### src/rtl/core/zmb_pkg.sv
package zmb_pkg;

  localparam int VALUE_W = 32;
  localparam int COLUMN_W = 3;
  localparam int COUNT_W = 5;

  typedef enum logic [1:0] {
    OP_CLEAR = 2'd0,
    OP_ADD   = 2'd1,
    OP_CHECK = 2'd2
  } op_t;

  typedef enum logic [2:0] {
    CMP_EQ = 3'd0,
    CMP_NE = 3'd1,
    CMP_LT = 3'd2,
    CMP_LE = 3'd3,
    CMP_GT = 3'd4,
    CMP_GE = 3'd5
  } cmp_t;

  typedef enum logic [1:0] {
    V_MAY_MATCH  = 2'd0,
    V_SKIP_RANGE = 2'd1,
    V_SKIP_SET   = 2'd2
  } verdict_t;

  typedef enum logic {
    ST_IDLE = 1'b0,
    ST_EXEC = 1'b1
  } state_t;

  // controller -> datapath
  typedef struct packed {
    logic load;
    logic exec;
  } cmd_t;

  // datapath -> controller
  typedef struct packed {
    logic is_check;
    logic out_busy;
  } status_t;

endpackage

### src/rtl/core/zmb_ram.sv
module zmb_ram #(
  parameter int WIDTH = 32,
  parameter int DEPTH = 8
) (
  input  logic                                  clk,
  input  logic                                  we,
  input  logic [(DEPTH > 1 ? $clog2(DEPTH) : 1)-1:0] waddr,
  input  logic [WIDTH-1:0]                      wdata,
  input  logic                                  re,
  input  logic [(DEPTH > 1 ? $clog2(DEPTH) : 1)-1:0] raddr,
  output logic [WIDTH-1:0]                      rdata
);

  logic [WIDTH-1:0] mem [DEPTH];

  always_ff @(posedge clk) begin
    if (we) begin
      mem[waddr] <= wdata;
    end
    if (re) begin
      rdata <= mem[raddr];
    end
  end

endmodule

### src/rtl/core/zmb_ctrl.sv
module zmb_ctrl (
  input  logic              clk,
  input  logic              rst,
  input  logic              in_valid,
  output logic              in_ready,
  input  zmb_pkg::status_t  status,
  output zmb_pkg::cmd_t     cmd
);

  zmb_pkg::state_t state, state_next;

  always_ff @(posedge clk) begin
    if (rst) begin
      state <= zmb_pkg::ST_IDLE;
    end else begin
      state <= state_next;
    end
  end

  always_comb begin
    state_next = state;
    in_ready = 1'b0;
    cmd = '0;
    case (state)
      zmb_pkg::ST_IDLE: begin
        // no request is taken while reset is held
        in_ready = !rst;
        if (in_valid && !rst) begin
          cmd.load = 1'b1;
          state_next = zmb_pkg::ST_EXEC;
        end
      end
      zmb_pkg::ST_EXEC: begin
        // a check waits here while the result register is still held
        if (!(status.is_check && status.out_busy)) begin
          cmd.exec = 1'b1;
          state_next = zmb_pkg::ST_IDLE;
        end
      end
      default: begin
        state_next = zmb_pkg::ST_IDLE;
      end
    endcase
  end

endmodule

### src/rtl/core/zmb_dp.sv
module zmb_dp #(
  parameter int COLUMNS = 8,
  parameter int DISTINCT_SLOTS = 16
) (
  input  logic                                 clk,
  input  logic                                 rst,
  input  zmb_pkg::cmd_t                        cmd,
  output zmb_pkg::status_t                     status,
  input  logic [1:0]                           operation,
  input  logic [zmb_pkg::COLUMN_W-1:0]         column,
  input  logic signed [zmb_pkg::VALUE_W-1:0]   value,
  input  logic                                 is_null,
  input  logic [2:0]                           compare_op,
  input  logic                                 first_qual,
  output logic                                 out_valid,
  input  logic                                 out_ready,
  output logic [1:0]                           verdict,
  output logic signed [zmb_pkg::VALUE_W-1:0]   minimum,
  output logic signed [zmb_pkg::VALUE_W-1:0]   maximum,
  output logic [zmb_pkg::COUNT_W-1:0]          distinct_count,
  output logic                                 set_overflowed,
  output logic                                 has_value,
  output logic                                 saw_null
);

  localparam int VW = zmb_pkg::VALUE_W;
  localparam int CW = (COLUMNS > 1) ? $clog2(COLUMNS) : 1;
  localparam int XW = (CW > zmb_pkg::COLUMN_W) ? CW : zmb_pkg::COLUMN_W;
  localparam int CD = 1 << CW;
  localparam int FW = $clog2(DISTINCT_SLOTS + 1);
  localparam int SET_W = DISTINCT_SLOTS * VW;
  localparam int ROW_W = SET_W + 2 * VW;
  localparam logic [6:0] COLS_LIM = 7'(COLUMNS);
  localparam logic [FW-1:0] SLOTS_LIM = FW'(DISTINCT_SLOTS);

  // latched request
  logic [1:0]                  op_q;
  logic [zmb_pkg::COLUMN_W-1:0] col_q;
  logic signed [VW-1:0]        val_q;
  logic                        null_q;
  logic [2:0]                  cmp_q;
  logic                        first_q;

  // per-column flags
  logic          seen  [CD];
  logic          nseen [CD];
  logic          full  [CD];
  logic [FW-1:0] fill  [CD];

  logic [1:0] run_verdict;

  logic [XW-1:0]    in_ext, q_ext;
  logic [CW-1:0]    in_idx, idx;
  logic [ROW_W-1:0] row, row_new;
  logic             in_range;
  logic             hv, nv, fl;
  logic [FW-1:0]    fc;
  logic signed [VW-1:0] lo, hi, lo_new, hi_new;
  logic [DISTINCT_SLOTS-1:0] hit_v;
  logic             hit, room, insert;
  logic             is_add, is_check, is_clear, wr_row;
  logic             ok;
  logic [1:0]       here, vbase, vnew;

  assign in_ext = XW'(column);
  assign in_idx = in_ext[CW-1:0];
  assign q_ext  = XW'(col_q);
  assign idx    = q_ext[CW-1:0];

  zmb_ram #(
    .WIDTH (ROW_W),
    .DEPTH (COLUMNS)
  ) u_rows (
    .clk   (clk),
    .we    (wr_row),
    .waddr (idx),
    .wdata (row_new),
    .re    (cmd.load),
    .raddr (in_idx),
    .rdata (row)
  );

  always_ff @(posedge clk) begin
    if (cmd.load) begin
      op_q    <= operation;
      col_q   <= column;
      val_q   <= value;
      null_q  <= is_null;
      cmp_q   <= compare_op;
      first_q <= first_qual;
    end
  end

  assign in_range = {4'd0, col_q} < COLS_LIM;
  assign hv = in_range & seen[idx];
  assign nv = in_range & nseen[idx];
  assign fl = in_range & full[idx];
  assign fc = in_range ? fill[idx] : '0;

  assign lo = row[SET_W +: VW];
  assign hi = row[SET_W + VW +: VW];

  always_comb begin
    for (int i = 0; i < DISTINCT_SLOTS; i++) begin
      hit_v[i] = (FW'(i) < fc) && (row[i*VW +: VW] == val_q);
    end
  end
  assign hit    = |hit_v;
  assign room   = fc < SLOTS_LIM;
  assign insert = !fl && !hit && room;

  assign lo_new = (!hv || (val_q < lo)) ? val_q : lo;
  assign hi_new = (!hv || (val_q > hi)) ? val_q : hi;

  always_comb begin
    row_new = row;
    row_new[SET_W +: VW] = lo_new;
    row_new[SET_W + VW +: VW] = hi_new;
    for (int i = 0; i < DISTINCT_SLOTS; i++) begin
      if (insert && (fc == FW'(i))) begin
        row_new[i*VW +: VW] = val_q;
      end
    end
  end

  assign is_clear = op_q == zmb_pkg::OP_CLEAR;
  assign is_add   = (op_q == zmb_pkg::OP_ADD) && in_range;
  assign is_check = op_q == zmb_pkg::OP_CHECK;
  assign wr_row   = cmd.exec && is_add && !null_q;

  always_comb begin
    ok = 1'b1;
    here = zmb_pkg::V_MAY_MATCH;
    case (cmp_q)
      zmb_pkg::CMP_EQ: ok = (val_q >= lo) && (val_q <= hi);
      zmb_pkg::CMP_NE: ok = (lo != val_q) || (hi != val_q);
      zmb_pkg::CMP_LT: ok = lo < val_q;
      zmb_pkg::CMP_LE: ok = lo <= val_q;
      zmb_pkg::CMP_GT: ok = hi > val_q;
      zmb_pkg::CMP_GE: ok = hi >= val_q;
      default:         ok = 1'b1;
    endcase
    if (cmp_q > zmb_pkg::CMP_GE) begin
      here = zmb_pkg::V_MAY_MATCH;
    end else if (null_q || !hv || !ok) begin
      here = zmb_pkg::V_SKIP_RANGE;
    end else if ((cmp_q == zmb_pkg::CMP_EQ) && !fl && !hit) begin
      here = zmb_pkg::V_SKIP_SET;
    end
    vbase = first_q ? zmb_pkg::V_MAY_MATCH : run_verdict;
    vnew  = (vbase == zmb_pkg::V_MAY_MATCH) ? here : vbase;
  end

  always_ff @(posedge clk) begin
    if (rst) begin
      for (int c = 0; c < CD; c++) begin
        seen[c]  <= 1'b0;
        nseen[c] <= 1'b0;
        full[c]  <= 1'b0;
        fill[c]  <= '0;
      end
      run_verdict <= zmb_pkg::V_MAY_MATCH;
    end else if (cmd.exec) begin
      if (is_clear) begin
        for (int c = 0; c < CD; c++) begin
          seen[c]  <= 1'b0;
          nseen[c] <= 1'b0;
          full[c]  <= 1'b0;
          fill[c]  <= '0;
        end
      end else if (is_add) begin
        if (null_q) begin
          nseen[idx] <= 1'b1;
        end else begin
          seen[idx] <= 1'b1;
          if (insert) begin
            fill[idx] <= fc + FW'(1);
          end else if (!fl && !hit) begin
            full[idx] <= 1'b1;
          end
        end
      end else if (is_check) begin
        run_verdict <= vnew;
      end
    end
  end

  // result register
  always_ff @(posedge clk) begin
    if (rst) begin
      out_valid <= 1'b0;
    end else if (cmd.exec && is_check) begin
      out_valid <= 1'b1;
    end else if (out_ready) begin
      out_valid <= 1'b0;
    end
  end

  always_ff @(posedge clk) begin
    if (cmd.exec && is_check) begin
      verdict        <= vnew;
      minimum        <= hv ? lo : '0;
      maximum        <= hv ? hi : '0;
      distinct_count <= zmb_pkg::COUNT_W'(fc);
      set_overflowed <= fl;
      has_value      <= hv;
      saw_null       <= nv;
    end
  end

  assign status.is_check = is_check;
  assign status.out_busy = out_valid && !out_ready;

endmodule

### src/rtl/core/zone_map_builder_and_pruner.sv
// Zone-map builder and pruner for one storage group.
//
// Request channel (in_valid/in_ready): operation, column, value, is_null,
// compare_op, first_qual. A clear request empties every column, an add
// request records a value or a null, a check request tests one qualifier
// and yields one result on the out_valid/out_ready channel.
//
// Each request is accepted with a read of the column's row (bounds plus
// all distinct slots) from the row RAM; the execute state then does all
// slot compares in parallel and, for an add of a value, writes the row
// back. in_ready is high only in idle, so no new request is taken until
// the previous one has executed, which registers a check result onto out_valid.
//
// Results sit in an output register. If the receiver stalls, adds and
// clears keep flowing; a check waits in its execute state until the held
// result is taken. Reset clears all column flags and the running verdict;
// RAM rows need no clearing since they are read only under the flags.
module zone_map_builder_and_pruner #(
  parameter int COLUMNS = 8,
  parameter int DISTINCT_SLOTS = 16
) (
  input  logic                               clk,
  input  logic                               rst,
  input  logic                               in_valid,
  output logic                               in_ready,
  input  logic [1:0]                         operation,
  input  logic [zmb_pkg::COLUMN_W-1:0]       column,
  input  logic signed [zmb_pkg::VALUE_W-1:0] value,
  input  logic                               is_null,
  input  logic [2:0]                         compare_op,
  input  logic                               first_qual,
  output logic                               out_valid,
  input  logic                               out_ready,
  output logic [1:0]                         verdict,
  output logic signed [zmb_pkg::VALUE_W-1:0] minimum,
  output logic signed [zmb_pkg::VALUE_W-1:0] maximum,
  output logic [zmb_pkg::COUNT_W-1:0]        distinct_count,
  output logic                               set_overflowed,
  output logic                               has_value,
  output logic                               saw_null
);

  zmb_pkg::cmd_t    cmd;
  zmb_pkg::status_t status;

  // sequencer: idle/accept, then execute
  zmb_ctrl u_ctrl (
    .clk      (clk),
    .rst      (rst),
    .in_valid (in_valid),
    .in_ready (in_ready),
    .status   (status),
    .cmd      (cmd)
  );

  // column flags, row RAM, compare logic and result register
  zmb_dp #(
    .COLUMNS        (COLUMNS),
    .DISTINCT_SLOTS (DISTINCT_SLOTS)
  ) u_dp (
    .clk            (clk),
    .rst            (rst),
    .cmd            (cmd),
    .status         (status),
    .operation      (operation),
    .column         (column),
    .value          (value),
    .is_null        (is_null),
    .compare_op     (compare_op),
    .first_qual     (first_qual),
    .out_valid      (out_valid),
    .out_ready      (out_ready),
    .verdict        (verdict),
    .minimum        (minimum),
    .maximum        (maximum),
    .distinct_count (distinct_count),
    .set_overflowed (set_overflowed),
    .has_value      (has_value),
    .saw_null       (saw_null)
  );

endmodule
### config.mk
export PLATFORM = sky130hd
export DESIGN_NAME = zone_map_builder_and_pruner
export DESIGN_NICKNAME = d
export VERILOG_FILES = /design/src/rtl/core/zmb_pkg.sv /design/src/rtl/core/zmb_ram.sv /design/src/rtl/core/zmb_ctrl.sv /design/src/rtl/core/zmb_dp.sv /design/src/rtl/core/zone_map_builder_and_pruner.sv
export SDC_FILE = /design/constraint.sdc
export NUM_CORES = 2
export LEC_CHECK = 0
export BUFFER_PORTS_ARGS = -buffer_cell sky130_fd_sc_hd__clkbuf_2
export CAP_MARGIN = 30
export CORE_UTILIZATION = 55
export CTS_BUF_LIST = sky130_fd_sc_hd__clkbuf_4 sky130_fd_sc_hd__clkbuf_8
export DETAILED_ROUTE_END_ITERATION = 10
export HOLD_SLACK_MARGIN = 0.02
export PLACE_DENSITY = 0.71
export SLEW_MARGIN = 0
export SYNTH_ARGS = -nofsm -noshare
export SYNTH_HDL_FRONTEND = slang
export SYNTH_MEMORY_MAX_BITS = 65536
export SYNTH_SLANG_ARGS = --single-unit
export TNS_END_PERCENT = 5
### constraint.sdc
create_clock -name clk -period 30.9 [get_ports clk]
set_input_delay 0 -clock clk [delete_from_list [all_inputs] [get_ports clk]]
set_output_delay 0 -clock clk [all_outputs]
set_load 0.01 [all_outputs]
# Word level (Yosys, flattened, before mapping)
# Memory sizes are Yosys's and may differ from the RTL's. A register that Yosys moved wholly into a read port is not among the register bits.
# Index checks and enable logic that the tools add are counted.
# word_totals
reg_bits	119
latch_bits	0
mem_bits_rw	4672
mem_bits_ro	0
input_bits	46
output_inout_bits	76
word_cells	303
memories	5
# memory_table
name	words	word_bits	read_ports	rd_clocked_by_memory_dff	wr	line	rtl
u_dp.u_rows.mem	8	576	1	1	1	zmb_ram.sv:14	logic [WIDTH-1:0] mem [DEPTH];
u_dp.fill	8	5	1	1	8	zmb_dp.sv:48	logic [FW-1:0] fill [CD];
u_dp.full	8	1	1	1	8	zmb_dp.sv:47	logic full [CD];
u_dp.nseen	8	1	1	1	8	zmb_dp.sv:46	logic nseen [CD];
u_dp.seen	8	1	1	1	8	zmb_dp.sv:45	logic seen [CD];
# classes
addsub	1
multipliers	0
n_div	0
n_lt_le_gt_ge	26
eq_ne	40
shifts	0
muxes	115
bitwise	35
reduce_logical	66
# op_table
cell	count
32-bit 2-to-1 mux	18
32-bit equality test	16
1-bit 2-to-1 mux	74
32-bit greater-or-equal comparator	2
32-bit > comparator	2
32-bit less-or-equal comparator	2
32-bit < comparator	2
32-bit != test	2
5-bit 2-to-1 mux	9
1-bit logical AND	43
5-bit by 4-bit equality test with 1-bit output, second input constant	8
4-bit by 5-bit < comparator with 1-bit output, first input constant	8
1-bit bitwise OR	32
3-bit 2-to-1 mux	7
5-bit by 3-bit equality test with 1-bit output, second input constant	4
3-bit by 5-bit < comparator with 1-bit output, first input constant	4
16-bit OR reduction	1
5-bit by 2-bit equality test with 1-bit output, second input constant	2
1-bit by 5-bit < comparator with 1-bit output, first input constant	2
2-bit by 5-bit < comparator with 1-bit output, first input constant	2
2-bit 2-to-1 mux	5
1-bit zero test	7
3-bit by 2-bit equality test with 1-bit output, second input constant	2
3-bit equality test, second input constant	2
other kinds (18)	27

# Depth between registers and ports, before layout
# logic_depth
word_depth	15
depth_mapped	15
mapped_depth_nobuf	11

# By module
# From an unflattened synthesis, not the netlist that was laid out.
# hier_totals
hier_cells	9476
area_unflattened_um2	212267.3
# modules_own_cells
mod	n_inst	cells_per_inst	area_per_inst_um2	seq_area_each_um2
zmb_ram	1	7245	189749.5	155669.3
zmb_dp	1	2225	22460.3	5285.1
zmb_ctrl	1	6	57.6	20.0

# Worst setup path after synthesis
# OpenSTA, ideal clock, no wires.
# synth_timing
path_type	reg-to-reg
start	register u_dp.col_q[1] (netlist name)
end	memory u_dp.u_rows.mem[0][0] (netlist name) (enable)
setup_time_ns	1.592
t_arrival_ns	26.146
required_time_ns	29.308
path_slack_ns	3.162
path_stages_with_launch	4
path_buffers	1
period_less_slack_ns	27.738
path_cell_list	edfxtp_1 -> clkbuf_1 -> nor3_1 -> nor2b_1
# synth_lines
element	line	rtl
start: declaration	zmb_dp.sv:38	logic [zmb_pkg::COLUMN_W-1:0] col_q;
start signal: assignment	zmb_dp.sv:86	col_q <= column;
end: declaration	zmb_ram.sv:14	
# No word-level cell before the write port.

==> summary.txt <==
Layout
  • Most common cell after layout, fill and taps aside: edfxtp_1
  • Layout cell share with drive strength beyond 1: 34.25%
  • Fin util: 61.62%
  • FF+latch area: 161000 um2
  • Filler-free cell count of the finished design: 16.03k
  • Nets: 10.45k
  • Area of the multi-input gates: 48490 um2
  • Most frequent cells in the layout: edfxtp_1 (5340), mux4_2 (1163), mux2_2 (888)
  • Area grow syn2layout: 11.30%
  • Filler Cells Inserted: 25.57k

Global route
  • Initial antenna violation count: 28
  • Number of global-route vias before repair: 105.4k
  • Largest net degree at the start of global routing: 125
  • GR Overflow Total: 0
  • First-pass GRT wire length: 709300 um
  • GR Util All Layers: 25.10%

Route
  • Pre-antenna DRT Iters: 7
  • Final wirelength: 490600 um
  • Residual DRC: 0
  • Vias per inst: 6.258
  • Routed wire per std cell: 30.60 um
  • Vias: 100.3k
  • Antenna Nets Post-Route: 0
  • Iteration-0 DRC Markers: 11.66k

Clocking
  • H-tree levels: 6
  • CTS-repair resized insts: 0
  • Clk Latency, worst-skew pair: 1.27 ns
  • Root Driver: clkbuf_8
  • CTS sink count: 5371
  • Cts hold-fix bufs: 119
  • Clock transition at path regs: 0.06 ns
  • Longest Clk Path Bufs: 4
  • CTS tree: yes
  • TritonCTS buffer count: 816
  • Setup Buffers After CTS: 0

Yosys
  • Asr flop ratio synth: 0%
  • Post-synthesis compound-gate area fraction: 0.4155%
  • Synth Area in Adders: 0.3955%
  • Post-synth EDFFs: 5340
  • Synth Area per Inst: 22.15 um2
  • Post-synthesis mux area share: 18.51%
  • XOR/XNOR share of the synthesized area: 2.132%
  • Yosys reg bits: 5371
  • Synth Area in Simple Gates: 1.374%
  • Main combinational cell family by area after synthesis: multiplexers
  • Post-Syn Instances: 9569
  • Post-synthesis net count: 9682
  • Mapped cell area: 212000 um2
  • Cell variety after synth: 68
  • Top_reg_cell synth: edfxtp_1
  • Sequential-to-total area share from yosys stat: 75.94%
  • YS warnings: 0

Timing
  • Slew HR: 24.38%
  • Slew @ Worst Pin: 1.134 ns
  • Setup TNS: 0 ns
  • Tcrit/Tclk final: 21.44%
  • Clock skew: 0.07934 ns
  • Shortest period the worst path allows: 6.626 ns
  • RSZ-0062 raised after global routing: no
  • Final hold vios: 0
  • Final setup viols: 0
  • Final max-slew violation count: 0
  • Highest clock rate: 150.9 MHz

Critical path
  • Critical path endpoint category: flip-flop
  • Start-to-end type of the worst setup path: reg2reg
  • Worst-path fanout max: 34
  • CP Launch Type: flip-flop
  • Reg2reg setup slack: 24.27 ns
  • Worst r2r path cells: 12
  • R2R Path End: u_dp.u_rows.mem[2][152]
  • Critical Path RT: 31.82 ns
  • WP data arrival: 7.55 ns

Hold path
  • Hold path endpoint: u_dp.u_rows.rdata[300]
  • Hold depth: 3
  • Hold Path Class: in2reg
  • Hold path startpoint: column[2]

Power
  • Clk pwr share: 38.8%
  • Pleak: 75.21 nW
  • Power Density: 61.29 nW/um2
  • Combinational power share: 5.0%
  • Worst VDD drop: 0.00005030 V
  • Sequential power share: 56.3%
  • Sw Pwr: 3.145 mW
  • Design Power: 14.46 mW
  • Pint: 11.32 mW
  • Sw frac: 21.75%

Placed design
  • Count of input and output buffers: 121
  • Detailed Place HPWL: 254400 um
  • Cells after DPL: 14.43k
  • Placer Congestion: 0.7791

Run
  • Max-cap violation count: 0

Floorplan
  • Row count: 227
  • Die height: 622.8 um
  • Boundary pin count: 122
  • Die width: 622.8 um
  • Initial core utilization: 55.37%
  • Core ar.: 382900 um2
  • Die ar.: 387900 um2

Status
  • Status: finished, final reports clean
metal layers:
layer	part of all wire, %	global-route usage (%)	vias up
li1	-	-	41234
met1	39	34.15	53669
met2	50	41.70	4618
met3	8.0	4.298	786
met4	3.0	8.247	4
met5	0.0061	0	-
kinds of logic after synthesis:
group	after synthesis
DFF	5371
muxes	2302
buffers and inverters	623
and+or+nand+nor	548
xor gates and xnor gates	516
AOI/OAI and AO/OA	142
adders and majority gates	67
per-stage QoR:
step | area [um2] | hold WS [ns] | setup slack (ns)
after floorplan | 212000 | 0.04747 | 3.162
after global placement | 218700 | 0.1768 | 24.13
after detailed placement | 218900 | 0.1786 | 24.06
after CTS | 235600 | 0.02619 | 24.24
after global routing | 235900 | 0.1094 | 24.00
final | 235900 | 0.08800 | 24.27
cells in the mapped netlist, types with 6 or more instances:
cell	instances	area (um2)
mux2_2	888	10000
ha_1	67	838.3
nand2_1	116	435.4
mux2i_1	41	410.4
inv_1	71	266.5
and3_1	25	156.4
nor2b_1	39	244.0
xor2_1	418	3661
mux4_2	1163	26190
buf_1	134	503.0
nor3_1	11	55.05
nand4_1	66	412.9
xnor2_1	98	858.3
nor4_1	114	713.2
clkbuf_1	318	1194
mux2_1	147	1655
mux2_4	60	900.9
buf_4	23	172.7
edfxtp_1	5340	160400
nor2_1	108	405.4
a21o_1	6	45.04
buf_6	17	191.4
a21oi_1	41	205.2
o21ai_0	51	255.2
nand3_1	25	125.1
buf_2	56	280.3
a22o_1	11	96.34
and2_1	7	43.79
dfxtp_1	31	620.6
worst max-delay path by stage:
stage / from / end / cells after the start
after floorplan: u_dp.col_q[1] / u_dp.u_rows.mem[0][0] / 3
after global placement: column[0] / u_dp.u_rows.rdata[91] / 9
after detailed placement: column[0] / u_dp.u_rows.rdata[326] / 9
after CTS: flip-flop / u_dp.u_rows.mem[2][152] / 12
after global routing: flip-flop / u_dp.u_rows.mem[0][156] / 12
final: flip-flop / u_dp.u_rows.mem[2][152] / 12
final cells by class:
cell class	instances	share of cell area, %
inverter	75	0.1193
timing repair buffer	500	1.844
sequential	5371	68.23
antenna	8	0.008485
tap	5038	2.672
clock inverter	394	0.9774
clock buffer	1069	5.597
multi-input combinational	3575	20.55
sequential cells by signal, summed over array words and instances (netlist names), 2 cells and up, named ones only:
name,count
u_dp.full,8
u_dp.minimum,32
u_dp.verdict,2
u_dp.col_q,3
u_dp.nseen,8
u_dp.run_verdict,2
u_dp.seen,8
u_dp.u_rows.rdata,576
u_dp.distinct_count,5
u_dp.fill,40
u_dp.u_rows.mem,4608
u_dp.val_q,32
u_dp.cmp_q,3
u_dp.op_q,2
u_dp.maximum,32
critical path, cell delays in order (launching register included):
cell,delay [ns]
dfxtp_1,0.86
mux4_2,0.65
mux2i_4,0.41
inv_2,0.15
nor2_1,0.62
o211ai_1,0.32
o211ai_1,0.42
o2111ai_1,0.29
nor4_4,0.64
buf_4,0.53
and3_2,0.26
buf_4,0.59
mux2_1,0.49
power groups by stage:
stage / Sequential [mW] / Combinational (mW) / Clock (mW)
after floorplan: 8.31 / 0.492 / 0
after global placement: 8.29 / 0.676 / 0
after detailed placement: 8.29 / 0.703 / 0
after CTS: 8.14 / 0.718 / 5.70
after global routing: 8.14 / 0.765 / 5.98
final: 8.14 / 0.719 / 5.60
Note: power is estimated with default switching activity, not from simulation.
